### config.mk
export PLATFORM = sky130hd
export DESIGN_NAME = http2_frame_parser_flat
export DESIGN_NICKNAME = d
export VERILOG_FILES = /design/src/h2fp_pkg.sv /design/src/http2_byte_if.sv /design/src/http2_event_if.sv /design/src/http2_frame_parser.sv /design/src/h2fp_front.sv /design/src/h2fp_queue.sv /design/src/h2fp_back.sv /design/src/flat_wrapper.sv
export VERILOG_INCLUDE_DIRS = /design/src /design/src/src
export SDC_FILE = /design/constraint.sdc
export NUM_CORES = 2
export LEC_CHECK = 0
export ABC_AREA = 1
export BUFFER_PORTS_ARGS = -buffer_cell sky130_fd_sc_hd__buf_2
export CAP_MARGIN = 20
export CORE_ASPECT_RATIO = 1.1
export CORE_MARGIN = 3
export CORE_UTILIZATION = 50
export DETAILED_ROUTE_END_ITERATION = 12
export HOLD_SLACK_MARGIN = 0.12
export PLACE_DENSITY = 0.69
export SLEW_MARGIN = 20
export SYNTH_ARGS = -nofsm -noshare
export SYNTH_HDL_FRONTEND = slang
export SYNTH_SLANG_ARGS = --single-unit
### constraint.sdc
create_clock -name i_clk -period 15.5 [get_ports i_clk]
set_clock_uncertainty 0.1 [all_clocks]
set_input_delay 3.1 -clock i_clk [delete_from_list [all_inputs] [get_ports i_clk]]
set_output_delay 3.1 -clock i_clk [all_outputs]
set_load 0.005 [all_outputs]
### src/http2_frame_parser_defines.svh
// Assertion macros used by the HTTP/2 frame parser RTL.
// Depends on nothing; taken in by h2fp_queue, the file that carries assertions.
`ifndef HTTP2_FRAME_PARSER_DEFINES_SVH
`define HTTP2_FRAME_PARSER_DEFINES_SVH

// Check that a property holds at every rising clock edge outside reset
`define H2FP_CHECK(lbl, clk, rst_n, prop, msg) \
    lbl: assert property (@(posedge clk) disable iff (!rst_n) prop) else $error(msg);

// Check that a condition never holds outside reset
`define H2FP_NEVER(lbl, clk, rst_n, cond, msg) \
    lbl: assert property (@(posedge clk) disable iff (!rst_n) !(cond)) else $error(msg);

`endif

### src/h2fp_pkg.sv
// Package of the HTTP/2 frame parser: event codes, frame type codes and the event record.
// Used by the event interface and by every module of the parser.
`timescale 1ns / 1ps
package h2fp_pkg;

    localparam int QueueDepth = 4;
    localparam logic [23:0] MaxFrameSizeReset = 24'd16384;

    typedef enum logic [2:0] {
        EV_BODY  = 3'd0,
        EV_END   = 3'd1,
        EV_PRIO  = 3'd2,
        EV_RST   = 3'd3,
        EV_SET   = 3'd4,
        EV_PING  = 3'd5,
        EV_ERR   = 3'd6
    } t_ev_code;

    localparam logic [7:0] TypeData  = 8'h0;
    localparam logic [7:0] TypePrio  = 8'h2;
    localparam logic [7:0] TypeRst   = 8'h3;
    localparam logic [7:0] TypeSet   = 8'h4;
    localparam logic [7:0] TypePing  = 8'h6;

    localparam int FlagEnd = 0;
    localparam int FlagAck = 0;
    localparam int FlagPad = 3;

    localparam logic ErrProtocol  = 1'b0;
    localparam logic ErrFrameSize = 1'b1;

    typedef struct packed {
        t_ev_code    event_res;
        logic [30:0] stream_id;
        logic [7:0]  data_byte;
        logic [30:0] dependency_id;
        logic        exclusive;
        logic [7:0]  weight;
        logic [31:0] reset_code;
        logic [15:0] setting_id;
        logic [31:0] setting_value;
        logic [63:0] ping_data;
        logic        ack;
        logic        error_kind;
    } t_event;

    typedef struct packed {
        logic   valid;
        t_event evt;
    } t_slot;

endpackage

### src/http2_byte_if.sv
// Byte channel into the HTTP/2 frame parser: valid, ready and one connection byte.
// Stand-alone; no package needed.
`timescale 1ns / 1ps
interface http2_byte_if;
    logic       valid;
    logic       ready;
    logic [7:0] in_byte;

    modport source (output valid, output in_byte, input ready);
    modport sink (input valid, input in_byte, output ready);
endinterface

### src/http2_event_if.sv
// Event channel out of the HTTP/2 frame parser: valid, ready and the event fields.
// Depends on h2fp_pkg for the event code type.
`timescale 1ns / 1ps
interface http2_event_if;
    logic                valid;
    logic                ready;
    h2fp_pkg::t_ev_code  event_res;
    logic [30:0]         stream_id;
    logic [7:0]          data_byte;
    logic [30:0]         dependency_id;
    logic                exclusive;
    logic [7:0]          weight;
    logic [31:0]         reset_code;
    logic [15:0]         setting_id;
    logic [31:0]         setting_value;
    logic [63:0]         ping_data;
    logic                ack;
    logic                error_kind;

    modport source (output valid, output event_res, output stream_id, output data_byte,
                    output dependency_id, output exclusive, output weight, output reset_code,
                    output setting_id, output setting_value, output ping_data, output ack,
                    output error_kind, input ready);
    modport sink (input valid, input event_res, input stream_id, input data_byte,
                  input dependency_id, input exclusive, input weight, input reset_code,
                  input setting_id, input setting_value, input ping_data, input ack,
                  input error_kind, output ready);
endinterface

### src/http2_frame_parser.sv
// HTTP/2 frame parser: takes one connection byte per beat and gives one event per beat. A byte
// is taken every cycle while the event queue between parser and output register has two free
// entries, so the input runs at one byte per cycle as long as events drain; a byte that closes
// a frame can add a second event, and the single output register drains one event per cycle
// while o_out.ready is high. The frame size limit resets to 16384 and is written through
// i_frame_limit_we; the user must write it only while no frame is in flight (not enforced).
// Top level; depends on h2fp_pkg, both channel interfaces, h2fp_front, h2fp_queue, h2fp_back.
`timescale 1ns / 1ps
module http2_frame_parser #(
    parameter int QueueDepth = h2fp_pkg::QueueDepth
) (
    input  logic          i_clk,
    input  logic          i_rst_n,
    input  logic          i_frame_limit_we,
    input  logic [23:0]   i_frame_limit,
    http2_byte_if.sink    i_in,
    http2_event_if.source o_out
);

    logic [23:0]      r_frame_limit;
    h2fp_pkg::t_slot  slot_a;
    h2fp_pkg::t_slot  slot_b;
    logic             space;
    logic             q_valid;
    h2fp_pkg::t_event q_evt;
    logic             pop;

    // Hold the frame size limit
    always_ff @(posedge i_clk) begin
        if (!i_rst_n) begin
            r_frame_limit <= h2fp_pkg::MaxFrameSizeReset;
        end else if (i_frame_limit_we) begin
            r_frame_limit <= i_frame_limit;
        end
    end

    h2fp_front u_front (
        .i_clk         (i_clk),
        .i_rst_n       (i_rst_n),
        .i_in          (i_in),
        .i_space       (space),
        .i_frame_limit (r_frame_limit),
        .o_slot_a      (slot_a),
        .o_slot_b      (slot_b)
    );

    h2fp_queue #(.Depth(QueueDepth)) u_queue (
        .i_clk    (i_clk),
        .i_rst_n  (i_rst_n),
        .i_slot_a (slot_a),
        .i_slot_b (slot_b),
        .i_pop    (pop),
        .o_space  (space),
        .o_valid  (q_valid),
        .o_evt    (q_evt)
    );

    h2fp_back u_back (
        .i_clk   (i_clk),
        .i_rst_n (i_rst_n),
        .i_valid (q_valid),
        .i_evt   (q_evt),
        .o_pop   (pop),
        .o_out   (o_out)
    );

endmodule

### src/h2fp_front.sv
// Front end of the HTTP/2 frame parser: header and payload byte parsing into up to two events.
// Depends on h2fp_pkg and http2_byte_if.
`timescale 1ns / 1ps
module h2fp_front (
    input  logic                i_clk,
    input  logic                i_rst_n,
    http2_byte_if.sink          i_in,
    input  logic                i_space,
    input  logic [23:0]         i_frame_limit,
    output h2fp_pkg::t_slot     o_slot_a,
    output h2fp_pkg::t_slot     o_slot_b
);

    logic [3:0]  r_hdr_cnt, n_hdr_cnt;
    logic        r_in_pay, n_in_pay;
    logic [23:0] r_len, n_len;
    logic [7:0]  r_typ, n_typ;
    logic [7:0]  r_flg, n_flg;
    logic [30:0] r_sid, n_sid;
    logic [23:0] r_pcnt, n_pcnt;
    logic [7:0]  r_pad, n_pad;
    logic [2:0]  r_ecnt, n_ecnt;
    logic [63:0] r_vsh, n_vsh;
    logic        accept;
    logic [7:0]  b;
    logic [47:0] set_word;
    logic        last;

    // Error event on a given stream
    function automatic h2fp_pkg::t_slot err_slot(input logic [30:0] sid, input logic kind);
        h2fp_pkg::t_slot s;
        s = '0;
        s.valid = 1'b1;
        s.evt.event_res = h2fp_pkg::EV_ERR;
        s.evt.stream_id = sid;
        s.evt.error_kind = kind;
        return s;
    endfunction

    // Left-align a short field so that missing bytes read as zero
    function automatic logic [63:0] align(input logic [63:0] v, input logic [23:0] len,
                                          input logic [2:0] need);
        logic [2:0] d;
        d = need - len[2:0];
        if (len < 24'(need)) begin
            return v << {d, 3'b000};
        end
        return v;
    endfunction

    // Checks and closing event at the end of a frame
    function automatic h2fp_pkg::t_slot end_slot(input logic [7:0] typ, input logic [7:0] flg,
                                                 input logic [23:0] len, input logic [30:0] sid,
                                                 input logic [7:0] pad, input logic [63:0] vsh);
        h2fp_pkg::t_slot s;
        logic [63:0]     va;
        s = '0;
        s.evt.stream_id = sid;
        va = '0;
        case (typ)
            h2fp_pkg::TypeData: begin
                if (sid == '0) begin
                    s = err_slot(sid, h2fp_pkg::ErrProtocol);
                end else if (flg[h2fp_pkg::FlagPad] && (len == '0 || 24'(pad) >= len)) begin
                    s = err_slot(sid, h2fp_pkg::ErrProtocol);
                end else if (flg[h2fp_pkg::FlagEnd]) begin
                    s.valid = 1'b1;
                    s.evt.event_res = h2fp_pkg::EV_END;
                end
            end
            h2fp_pkg::TypePrio: begin
                if (sid == '0) begin
                    s = err_slot(sid, h2fp_pkg::ErrProtocol);
                end else begin
                    va = align(vsh, len, 3'd5);
                    s.valid = 1'b1;
                    s.evt.event_res = h2fp_pkg::EV_PRIO;
                    s.evt.dependency_id = va[38:8];
                    s.evt.exclusive = va[39];
                    s.evt.weight = va[7:0];
                end
            end
            h2fp_pkg::TypeRst: begin
                if (sid == '0) begin
                    s = err_slot(sid, h2fp_pkg::ErrProtocol);
                end else begin
                    va = align(vsh, len, 3'd4);
                    s.valid = 1'b1;
                    s.evt.event_res = h2fp_pkg::EV_RST;
                    s.evt.reset_code = va[31:0];
                end
            end
            h2fp_pkg::TypeSet: begin
                if (sid != '0) begin
                    s = err_slot(sid, h2fp_pkg::ErrProtocol);
                end else if (len == '0) begin
                    s.valid = 1'b1;
                    s.evt.event_res = h2fp_pkg::EV_SET;
                    s.evt.ack = flg[h2fp_pkg::FlagAck];
                end
            end
            h2fp_pkg::TypePing: begin
                if (len != 24'd8) begin
                    s = err_slot(sid, h2fp_pkg::ErrFrameSize);
                end else if (sid != '0) begin
                    s = err_slot(sid, h2fp_pkg::ErrProtocol);
                end else begin
                    s.valid = 1'b1;
                    s.evt.event_res = h2fp_pkg::EV_PING;
                    s.evt.ping_data = vsh;
                    s.evt.ack = flg[h2fp_pkg::FlagAck];
                end
            end
            default: begin
                s = '0;
            end
        endcase
        return s;
    endfunction

    assign i_in.ready = i_space;
    assign accept = i_in.valid && i_space;
    assign b = i_in.in_byte;
    assign set_word = {r_vsh[39:0], b};
    assign last = ({1'b0, r_pcnt} + 25'd1) >= {1'b0, r_len};

    // Parse one byte: header fields, then payload
    always_comb begin
        n_hdr_cnt = r_hdr_cnt;
        n_in_pay = r_in_pay;
        n_len = r_len;
        n_typ = r_typ;
        n_flg = r_flg;
        n_sid = r_sid;
        n_pcnt = r_pcnt;
        n_pad = r_pad;
        n_ecnt = r_ecnt;
        n_vsh = r_vsh;
        o_slot_a = '0;
        o_slot_b = '0;
        if (accept) begin
            if (!r_in_pay) begin
                if (r_hdr_cnt == 4'd0) begin
                    n_len = '0;
                    n_sid = '0;
                end
                if (r_hdr_cnt < 4'd3) begin
                    n_len = {n_len[15:0], b};
                end else if (r_hdr_cnt == 4'd3) begin
                    n_typ = b;
                end else if (r_hdr_cnt == 4'd4) begin
                    n_flg = b;
                end else begin
                    n_sid = {n_sid[22:0], b};
                end
                n_hdr_cnt = r_hdr_cnt + 4'd1;
                if (r_hdr_cnt == 4'd8) begin
                    n_hdr_cnt = '0;
                    n_pcnt = '0;
                    n_pad = '0;
                    n_ecnt = '0;
                    n_vsh = '0;
                    if (n_len > i_frame_limit) begin
                        n_sid = '0;
                        o_slot_a = err_slot('0, h2fp_pkg::ErrProtocol);
                    end else if (n_len == '0) begin
                        o_slot_a = end_slot(n_typ, n_flg, n_len, n_sid, '0, '0);
                    end else begin
                        n_in_pay = 1'b1;
                    end
                end
            end else begin
                case (r_typ)
                    h2fp_pkg::TypeData: begin
                        if (r_flg[h2fp_pkg::FlagPad]) begin
                            if (r_pcnt == '0) begin
                                n_pad = b;
                            end else if (r_sid != '0 &&
                                         ({1'b0, r_pcnt} + 25'(r_pad)) < {1'b0, r_len}) begin
                                o_slot_a.valid = 1'b1;
                                o_slot_a.evt.event_res = h2fp_pkg::EV_BODY;
                                o_slot_a.evt.stream_id = r_sid;
                                o_slot_a.evt.data_byte = b;
                            end
                        end else if (r_sid != '0) begin
                            o_slot_a.valid = 1'b1;
                            o_slot_a.evt.event_res = h2fp_pkg::EV_BODY;
                            o_slot_a.evt.stream_id = r_sid;
                            o_slot_a.evt.data_byte = b;
                        end
                    end
                    h2fp_pkg::TypePrio: begin
                        if (r_pcnt < 24'd5) begin
                            n_vsh = {r_vsh[55:0], b};
                        end
                    end
                    h2fp_pkg::TypeRst: begin
                        if (r_pcnt < 24'd4) begin
                            n_vsh = {r_vsh[55:0], b};
                        end
                    end
                    h2fp_pkg::TypePing: begin
                        if (r_pcnt < 24'd8) begin
                            n_vsh = {r_vsh[55:0], b};
                        end
                    end
                    h2fp_pkg::TypeSet: begin
                        if (r_ecnt >= 3'd5) begin
                            if (r_sid == '0) begin
                                o_slot_a.valid = 1'b1;
                                o_slot_a.evt.event_res = h2fp_pkg::EV_SET;
                                o_slot_a.evt.setting_id = set_word[47:32];
                                o_slot_a.evt.setting_value = set_word[31:0];
                                o_slot_a.evt.ack = r_flg[h2fp_pkg::FlagAck];
                            end
                            n_ecnt = '0;
                            n_vsh = '0;
                        end else begin
                            n_vsh = {16'd0, set_word};
                            n_ecnt = r_ecnt + 3'd1;
                        end
                    end
                    default: begin
                        n_vsh = r_vsh;
                    end
                endcase
                n_pcnt = r_pcnt + 24'd1;
                if (last) begin
                    o_slot_b = end_slot(r_typ, r_flg, r_len, r_sid, n_pad, n_vsh);
                    n_in_pay = 1'b0;
                    n_hdr_cnt = '0;
                end
            end
        end
    end

    // Hold parser state
    always_ff @(posedge i_clk) begin
        if (!i_rst_n) begin
            r_hdr_cnt <= '0;
            r_in_pay <= 1'b0;
            r_len <= '0;
            r_typ <= '0;
            r_flg <= '0;
            r_sid <= '0;
            r_pcnt <= '0;
            r_pad <= '0;
            r_ecnt <= '0;
            r_vsh <= '0;
        end else begin
            r_hdr_cnt <= n_hdr_cnt;
            r_in_pay <= n_in_pay;
            r_len <= n_len;
            r_typ <= n_typ;
            r_flg <= n_flg;
            r_sid <= n_sid;
            r_pcnt <= n_pcnt;
            r_pad <= n_pad;
            r_ecnt <= n_ecnt;
            r_vsh <= n_vsh;
        end
    end

endmodule

### src/h2fp_queue.sv
// Event queue of the HTTP/2 frame parser: up to two events in per cycle, one out.
// Depends on h2fp_pkg and the assertion macros.
`timescale 1ns / 1ps
`include "http2_frame_parser_defines.svh"
module h2fp_queue #(
    parameter int Depth = h2fp_pkg::QueueDepth  // power of two, at least 4
) (
    input  logic             i_clk,
    input  logic             i_rst_n,
    input  h2fp_pkg::t_slot  i_slot_a,
    input  h2fp_pkg::t_slot  i_slot_b,
    input  logic             i_pop,
    output logic             o_space,
    output logic             o_valid,
    output h2fp_pkg::t_event o_evt
);

    localparam int PtrW = $clog2(Depth);
    localparam int CntW = $clog2(Depth + 1);

    h2fp_pkg::t_event r_mem [Depth];
    logic [PtrW-1:0]  r_wp, n_wp;
    logic [PtrW-1:0]  r_rp, n_rp;
    logic [CntW-1:0]  r_cnt, n_cnt;
    logic [1:0]       pushes;
    logic             pop;

    assign o_space = r_cnt <= CntW'(Depth - 2);
    assign o_valid = r_cnt != '0;
    assign o_evt = r_mem[r_rp];
    assign pop = i_pop && o_valid;
    assign pushes = 2'(i_slot_a.valid) + 2'(i_slot_b.valid);

    // Advance pointers and fill count
    always_comb begin
        n_wp = r_wp + PtrW'(pushes);
        n_rp = r_rp + PtrW'(pop);
        n_cnt = r_cnt + CntW'(pushes) - CntW'(pop);
    end

    always_ff @(posedge i_clk) begin
        if (!i_rst_n) begin
            r_wp <= '0;
            r_rp <= '0;
            r_cnt <= '0;
        end else begin
            r_wp <= n_wp;
            r_rp <= n_rp;
            r_cnt <= n_cnt;
        end
    end

    // Store events in order, packing the second one down when the first is absent
    always_ff @(posedge i_clk) begin
        if (i_slot_a.valid) begin
            r_mem[r_wp] <= i_slot_a.evt;
            if (i_slot_b.valid) begin
                r_mem[r_wp + PtrW'(1)] <= i_slot_b.evt;
            end
        end else if (i_slot_b.valid) begin
            r_mem[r_wp] <= i_slot_b.evt;
        end
    end

    `H2FP_CHECK(a_cnt_bound, i_clk, i_rst_n, r_cnt <= CntW'(Depth), "queue count above depth")
    `H2FP_NEVER(a_no_overflow, i_clk, i_rst_n, pushes != 2'd0 && !o_space, "push with no room")
    `H2FP_CHECK(a_ptr_track, i_clk, i_rst_n, PtrW'(r_wp - r_rp) == PtrW'(r_cnt), "pointers disagree with count")

endmodule

### src/h2fp_back.sv
// Back end of the HTTP/2 frame parser: output register that presents one event per beat.
// Depends on h2fp_pkg and http2_event_if.
`timescale 1ns / 1ps
module h2fp_back (
    input  logic             i_clk,
    input  logic             i_rst_n,
    input  logic             i_valid,
    input  h2fp_pkg::t_event i_evt,
    output logic             o_pop,
    http2_event_if.source    o_out
);

    logic             r_valid, n_valid;
    h2fp_pkg::t_event r_evt;

    // Take the next event when the register is empty or its beat is taken
    assign o_pop = i_valid && (!r_valid || o_out.ready);
    assign n_valid = o_pop || (r_valid && !o_out.ready);

    always_ff @(posedge i_clk) begin
        if (!i_rst_n) begin
            r_valid <= 1'b0;
        end else begin
            r_valid <= n_valid;
        end
    end

    always_ff @(posedge i_clk) begin
        if (o_pop) begin
            r_evt <= i_evt;
        end
    end

    assign o_out.valid = r_valid;
    assign o_out.event_res = r_evt.event_res;
    assign o_out.stream_id = r_evt.stream_id;
    assign o_out.data_byte = r_evt.data_byte;
    assign o_out.dependency_id = r_evt.dependency_id;
    assign o_out.exclusive = r_evt.exclusive;
    assign o_out.weight = r_evt.weight;
    assign o_out.reset_code = r_evt.reset_code;
    assign o_out.setting_id = r_evt.setting_id;
    assign o_out.setting_value = r_evt.setting_value;
    assign o_out.ping_data = r_evt.ping_data;
    assign o_out.ack = r_evt.ack;
    assign o_out.error_kind = r_evt.error_kind;

endmodule
### src/flat_wrapper.sv
// flat-port wrapper written by rule: the top's interface ports become plain ports
module http2_frame_parser_flat 
#(
    parameter int QueueDepth = h2fp_pkg::QueueDepth
)
  (i_clk, i_rst_n, i_frame_limit_we, i_frame_limit, i_in_valid, i_in_in_byte, i_in_ready, o_out_valid, o_out_event_res, o_out_stream_id, o_out_data_byte, o_out_dependency_id, o_out_exclusive, o_out_weight, o_out_reset_code, o_out_setting_id, o_out_setting_value, o_out_ping_data, o_out_ack, o_out_error_kind, o_out_ready);
  http2_byte_if i_in_i ();
  http2_event_if o_out_i ();
  input  logic i_clk;
  input  logic i_rst_n;
  input  logic i_frame_limit_we;
  input  logic [23:0] i_frame_limit;
  input wire logic [$bits(i_in_i.valid)-1:0] i_in_valid;
  input wire logic [$bits(i_in_i.in_byte)-1:0] i_in_in_byte;
  output wire logic [$bits(i_in_i.ready)-1:0] i_in_ready;
  output wire logic [$bits(o_out_i.valid)-1:0] o_out_valid;
  output wire logic [$bits(o_out_i.event_res)-1:0] o_out_event_res;
  output wire logic [$bits(o_out_i.stream_id)-1:0] o_out_stream_id;
  output wire logic [$bits(o_out_i.data_byte)-1:0] o_out_data_byte;
  output wire logic [$bits(o_out_i.dependency_id)-1:0] o_out_dependency_id;
  output wire logic [$bits(o_out_i.exclusive)-1:0] o_out_exclusive;
  output wire logic [$bits(o_out_i.weight)-1:0] o_out_weight;
  output wire logic [$bits(o_out_i.reset_code)-1:0] o_out_reset_code;
  output wire logic [$bits(o_out_i.setting_id)-1:0] o_out_setting_id;
  output wire logic [$bits(o_out_i.setting_value)-1:0] o_out_setting_value;
  output wire logic [$bits(o_out_i.ping_data)-1:0] o_out_ping_data;
  output wire logic [$bits(o_out_i.ack)-1:0] o_out_ack;
  output wire logic [$bits(o_out_i.error_kind)-1:0] o_out_error_kind;
  input wire logic [$bits(o_out_i.ready)-1:0] o_out_ready;
  assign i_in_i.valid = i_in_valid;
  assign i_in_i.in_byte = i_in_in_byte;
  assign i_in_ready = i_in_i.ready;
  assign o_out_valid = o_out_i.valid;
  assign o_out_event_res = o_out_i.event_res;
  assign o_out_stream_id = o_out_i.stream_id;
  assign o_out_data_byte = o_out_i.data_byte;
  assign o_out_dependency_id = o_out_i.dependency_id;
  assign o_out_exclusive = o_out_i.exclusive;
  assign o_out_weight = o_out_i.weight;
  assign o_out_reset_code = o_out_i.reset_code;
  assign o_out_setting_id = o_out_i.setting_id;
  assign o_out_setting_value = o_out_i.setting_value;
  assign o_out_ping_data = o_out_i.ping_data;
  assign o_out_ack = o_out_i.ack;
  assign o_out_error_kind = o_out_i.error_kind;
  assign o_out_i.ready = o_out_ready;
  http2_frame_parser #(.QueueDepth(QueueDepth)) u_core (.i_clk(i_clk), .i_rst_n(i_rst_n), .i_frame_limit_we(i_frame_limit_we), .i_frame_limit(i_frame_limit), .i_in(i_in_i), .o_out(o_out_i));
endmodule
### After elaboration in Yosys (flattened, before gate mapping)

Memories as Yosys holds them, arrays and structs flattened. A register that Yosys moved wholly into a read port is not among the register bits.
Index checks and enable logic that the tools add are counted.

| operators by class | value |
|---|---|
| add/sub/neg operators | 15 |
| $lt $le $gt $ge | 15 |
| equal/unequal tests | 15 |
| shift-type cells | 4 |
| multiplexer cells | 150 |
| bitwise logic cells | 2 |
| reductions and logical operators | 29 |

Operators with widths:

| kind | number |
|---|---|
| two-way mux 229 bit | 10 |
| one-hot mux 229 bit (5 select lines) | 2 |
| two-way mux 64 bit | 8 |
| one-hot mux 64 bit (4 select lines) | 1 |
| two-way mux 31 bit | 8 |
| two-way mux 40 bit | 6 |
| two-way mux 48 bit | 5 |
| two-way mux 228 bit | 1 |
| two-way mux 227 bit | 1 |
| two-way mux 43 bit | 5 |
| two-way mux 32 bit | 6 |
| < comparator 24 x 3 -> 1 bit (second input constant) | 6 |
| two-way mux 24 bit | 6 |
| two-way mux 8 bit | 11 |
| zero test 24 bit | 3 |
| two-way mux 72 bit | 1 |
| two-way mux 65 bit | 1 |
| two-way mux 4 bit | 16 |
| << shifter 64 x 6 -> 32 bit | 1 |
| << shifter 64 x 6 -> 40 bit | 1 |
| zero test 31 bit | 2 |
| nonzero test 31 bit | 2 |
| two-way mux 1 bit | 49 |
| inequality test 24 x 4 -> 1 bit (second input constant) | 2 |
| other kinds (44) | 76 |

| storage, ports and cells | value |
|---|---|
| bits in registers | 201 |
| bits in writable memories | 912 |
| input bits | 37 |
| output and inout bits | 230 |
| word-level logic and storage cells | 246 |
| memories | 1 |

Memory list:

| memory | words | bits a word | read ports | clocked after Yosys merged registers in | write ports | line | RTL |
|---|---|---|---|---|---|---|---|
| u_core.u_queue.r_mem | 4 | 228 | 1 | 1 | 2 | h2fp_queue.sv:21 | `h2fp_pkg::t_event r_mem [Depth];` |

### Logic depth before layout (Yosys ltp)

| logic depth | value |
|---|---|
| word-level depth | 26 |
| mapped depth | 38 |
| depth with buffers taken out | 36 |

### By module

Synthesis repeated with hierarchy kept, for this count alone.

| second synthesis, totals | value |
|---|---|
| cells, all modules | 9,229 |
| area total of the unflattened synthesis | 75,250.9 µm² |

Modules (own cells, without submodules):

| module | times used | cells each | area an instance (µm²) | seq. area each (µm²) |
|---|---|---|---|---|
| h2fp_queue | 1 | 5,715 | 49,043.3 | 27,526.4 |
| h2fp_front | 1 | 3,129 | 18,331.3 | 3,383.2 |
| h2fp_back | 1 | 235 | 6,897.9 | 6,866.6 |
| http2_frame_parser | 1 | 150 | 978.4 | 480.5 |

### Least setup slack after synthesis

Ideal clock, no wire load.

| path | value |
|---|---|
| path type | input -> register |
| from | in o_out_ready |
| to | reg u_core.u_queue.r_cnt[2] |
| library setup time | 128 ps |
| arrival time | 16,507 ps |
| data required time | 15,272 ps |
| slack | -1,234 ps |
| stages on the path | 10 |
| buffers on the path | 0 |
| cells stage by stage | nor2_1 > a21oi_1 > ha_1 > inv_1 > ha_1 > inv_1 > fa_1 > xor2_1 > inv_1 > nor2_1 |

| between the ends | value |
|---|---|
| word-level cells in the longest chain between the ends | 4 |

RTL lines:

| element | line | RTL |
|---|---|---|
| start: declaration | flat_wrapper.sv:29 | `input wire logic [$bits(o_out_i.ready)-1:0] o_out_ready;` |
| logical OR 1 bit | h2fp_back.sv:17 | `assign o_pop = i_valid && (!r_valid \|\| o_out.ready);` |
| logical AND 1 bit | h2fp_back.sv:17 |  |
| named net u_core.pop | http2_frame_parser.sv:26 | `logic pop;` |
| logical AND 1 bit | h2fp_queue.sv:31 | `assign pop = i_pop && o_valid;` |
| subtractor 3 x 1 -> 3 bit | h2fp_queue.sv:38 | `n_cnt = r_cnt + CntW'(pushes) - CntW'(pop);` |
| end signal: assignment | h2fp_queue.sv:49 | `r_cnt <= n_cnt;` |
| end: declaration | h2fp_queue.sv:24 | `logic [CntW-1:0] r_cnt, n_cnt;` |

The timed path passes the listed nets, and every way through them passes these cells.
A chain may end at the register's enable or synchronous reset.

==> out/results.tsv <==
metric	value	unit
synthesis.area_per_instance	8.24	µm²
routed_wl	208000	µm
worstSetupEndpoint	u_core.u_queue.r_mem[1][41]	
final_net_count	8126	
post_route_cells_drive_above_1_share	7.77	%
crit_type	flip-flop to flip-flop	
cells_taking_the_most_area_after_synthesis	edfxtp_1 (42%), dfxtp_1 (13%), nand2_1 (11%)	
top_level_ports	267	
die-height	386	µm
maxCapViolCount	0	
grtUsageTotal	29.8	%
async_reset_ff_share	0	%
clock_sinks	1341	
dieArea	136000	µm²
cts_post_setup_buffers_inserted	0	
worst_slew_slack_as_a_fraction_of_its_limit	11.5	%
dpl.cell_count	9590	
power_density	143	nW/µm²
total_via_count_after_detailed_routing	55843	
grt_setup_unrepaired	false	
max_clock_freq	0.111	GHz
final_non_filler_cells	9856	
finalWorstPathRequiredPeriod	8.98	ns
placement.io_buffers	266	
holdCritPathClass	flip-flop to flip-flop	
drc	0	
synth_seq_area_share	54.8	%
place_hpwl	128000	µm
layout_common_cells	nand2_1 (1,892), inv_1 (971), nor2_1 (932)	
grt_antenna_before_repair	7	
place.gp.congestion	0.985	
grt_pass1_vias	51888	
crit_path_start_kind	flip-flop	
status	complete, no violations	
flow.area_growth_from_synthesis	10.5	%
critical_path.startpoint	u_core.u_front.r_pcnt[18]	
grt_first_pass_wirelength	311000	µm
core_area	130000	µm²
worst_setup_path_end_kind	flip-flop	
cts_htree_levels	4	
pin_count_of_the_biggest_net_entering_global_routing	256	
synth-edff-count	916	
cts_resized	0	
report.final.setup_viol	0	
synthesis.yosys.warnings	0	
multiInputGateArea	24100	µm²
antenna_violating_nets_post_route	0	
drt_iter0_drc	6823	
cp_data_required_time	16.04	ns
synth_seq_cells	1341	
rows	138	
grt_overflow	0	
cts_root_buf	clkbuf_16	
fill_cells	11717	
critPathMaxFanout	80	
final_common_cell	nand2_1	
route.detailed.vias_per_inst	5.67	
worst_path_max_delay_cell	buf_4	
leakage	0.0319	µW
die-width	352	µm
slew_viols_final	0	
worst_r2r_setup_slack	6.52	ns
dr.pass1.iters	6	
start_util	50.7	%
cts_hold_buffers	0	
tritoncts	yes	
most_frequent_cell_on_the_critical_path	nand2_1	
netlist_area	65800	µm²
worst_pin_slew	1.33	ns
timing.final.crit_share	58.0	%
synth_cell_types	53	
synth.largest_area_cell	edfxtp_1	
ys_dominant_reg_cell	edfxtp_1	
peak_vdd_ir	119	µV
postSynthNetCount	8124	
worstPathArrival	9.52	ns
setup_tns	0	ns
reg2reg_to	u_core.u_queue.r_mem[1][41]	
post_drt_wl_per_cell	21.1	µm
hold_violations	0	
synthDominantCellAreaShare	41.8	%
worst-r2r-cell-count	30	
origin_of_the_critical_flop_to_flop_path	u_core.u_front.r_pcnt[18]	
clkTransAtPathRegs	0.06	ns
critical-path-max-stage-delay	0.92	ns
syn_inst	7985	
insertion_delay	0.81	ns
clk_path_buf_depth	3	
seqCellArea	36000	µm²
cts_inserted_buffers	142	
[layer usage]
metal / vias to the layer above / GRT usage (%) / part of all wire (%)
met5: - / 0 / 0
met2: 2780 / 47.8 / 46
li1: 26282 / - / -
met4: 0 / 15.3 / 5.4
met1: 26279 / 39.3 / 40
met3: 502 / 4.35 / 8.4
[sequential cells by signal, summed over array words and instances (netlist names), 4 cells and up]
register,count
u_core.u_front.r_pad,8
u_core.r_frame_limit,24
u_core.u_queue.r_mem,912
u_core.u_back.o_out.setting_value,32
u_core.u_back.o_out.setting_id,16
u_core.u_back.o_out.data_byte,8
u_core.u_back.o_out.ping_data,64
u_core.u_front.r_typ,8
u_core.u_front.r_vsh,64
u_core.u_back.o_out.weight,8
u_core.u_front.r_sid,31
u_core.u_front.r_pcnt,24
u_core.u_front.r_len,24
u_core.u_back.o_out.stream_id,31
u_core.u_front.r_hdr_cnt,4
u_core.u_back.o_out.dependency_id,31
u_core.u_back.o_out.reset_code,32
[cells in the mapped netlist, types with 2 or more instances]
cell type	n
nand4_1	54
xnor2_1	6
or2_2	16
buf_6	12
dfxtp_1	425
o21ai_1	5
buf_4	12
o21ai_4	2
o21ai_0	865
a211oi_1	8
nor2_1	937
o211ai_1	24
nand2_2	4
buf_2	56
a21oi_1	287
a32oi_1	5
a21o_1	2
ha_1	100
clkbuf_1	352
nor4_1	6
nand2_1	1903
a22oi_1	14
a31oi_1	5
clkinv_1	5
o22ai_1	255
nor3_1	46
nand3_2	2
inv_2	25
o31ai_1	2
o21a_1	11
o221ai_1	4
edfxtp_1	916
and2_1	3
xor2_1	39
nor2_4	2
nand3_1	521
nand2_4	2
fa_1	2
inv_1	977
nand3b_1	7
o21ai_2	6
buf_1	49
[logic make-up after synthesis]
family	after synthesis	share of synthesized area (%)
simple gates	3508	21.6
compound gates	1501	12.3
buf+inv	1488	8.80
flops	1341	54.8
fa+ha+maj	102	1.96
xor+xnor	45	0.599
[final cells by class]
cell class                 count  share of cell area (%)
clock buffer                 199                    5.45
multi-input combinational   5156                    33.2
inverter                    1007                    5.23
timing repair buffer         339                    2.71
clock inverter                62                   0.845
antenna                        2                 0.00689
tap                         1750                    3.01
sequential                  1341                    49.6
[how the worst min path moves through the flow]
stage	startpoint	to	depth (start not counted)
global placement	u_core.u_queue.r_mem[1][85]	u_core.u_queue.r_mem[1][85]	2
CTS	u_core.u_queue.r_mem[1][110]	u_core.u_queue.r_mem[1][110]	2
floorplan	u_core.r_frame_limit[23]	u_core.r_frame_limit[23]	2
finish	u_core.u_queue.r_mem[1][110]	u_core.u_queue.r_mem[1][110]	2
global route	u_core.u_front.r_vsh[60]	u_core.u_front.r_vsh[60]	2
detailed placement	u_core.u_queue.r_mem[1][111]	u_core.u_queue.r_mem[1][111]	2
[per-stage QoR]
step | area, µm² | hold slack [ns] | utilization [%] | power (µW) | worst slack, ns
5_1_grt | 72700 | 0.378 | 56.0 | 10900 | 5.90
4_1_cts | 72600 | 0.364 | 56.0 | 10400 | 6.70
6_report | 72700 | 0.362 | 56.0 | 10400 | 6.52
2_1_floorplan | 65800 | 0.333 | - | 6040 | 4.27
3_5_place_dp | 68000 | 0.356 | 52.4 | 7090 | 6.21
3_3_place_gp | 68000 | 0.350 | 52.4 | 7060 | 6.35
[where the power goes]
part	internal [µW]	switching, µW	total, µW
combinational	698	1900	2590
sequential	4320	129	4450
clock	1930	1450	3380
[worst max-delay path: cells and delay by family, from the launching register on]
| family | cells | cell delay, ns |
|---|---|---|
| flops | 1 | 0.36 |
| fa+ha+maj | 2 | 0.58 |
| simple gates | 15 | 3.31 |
| buf+inv | 10 | 3.55 |
| compound gates | 3 | 0.71 |
No activity file was read; power rests on OpenSTA's default activity.
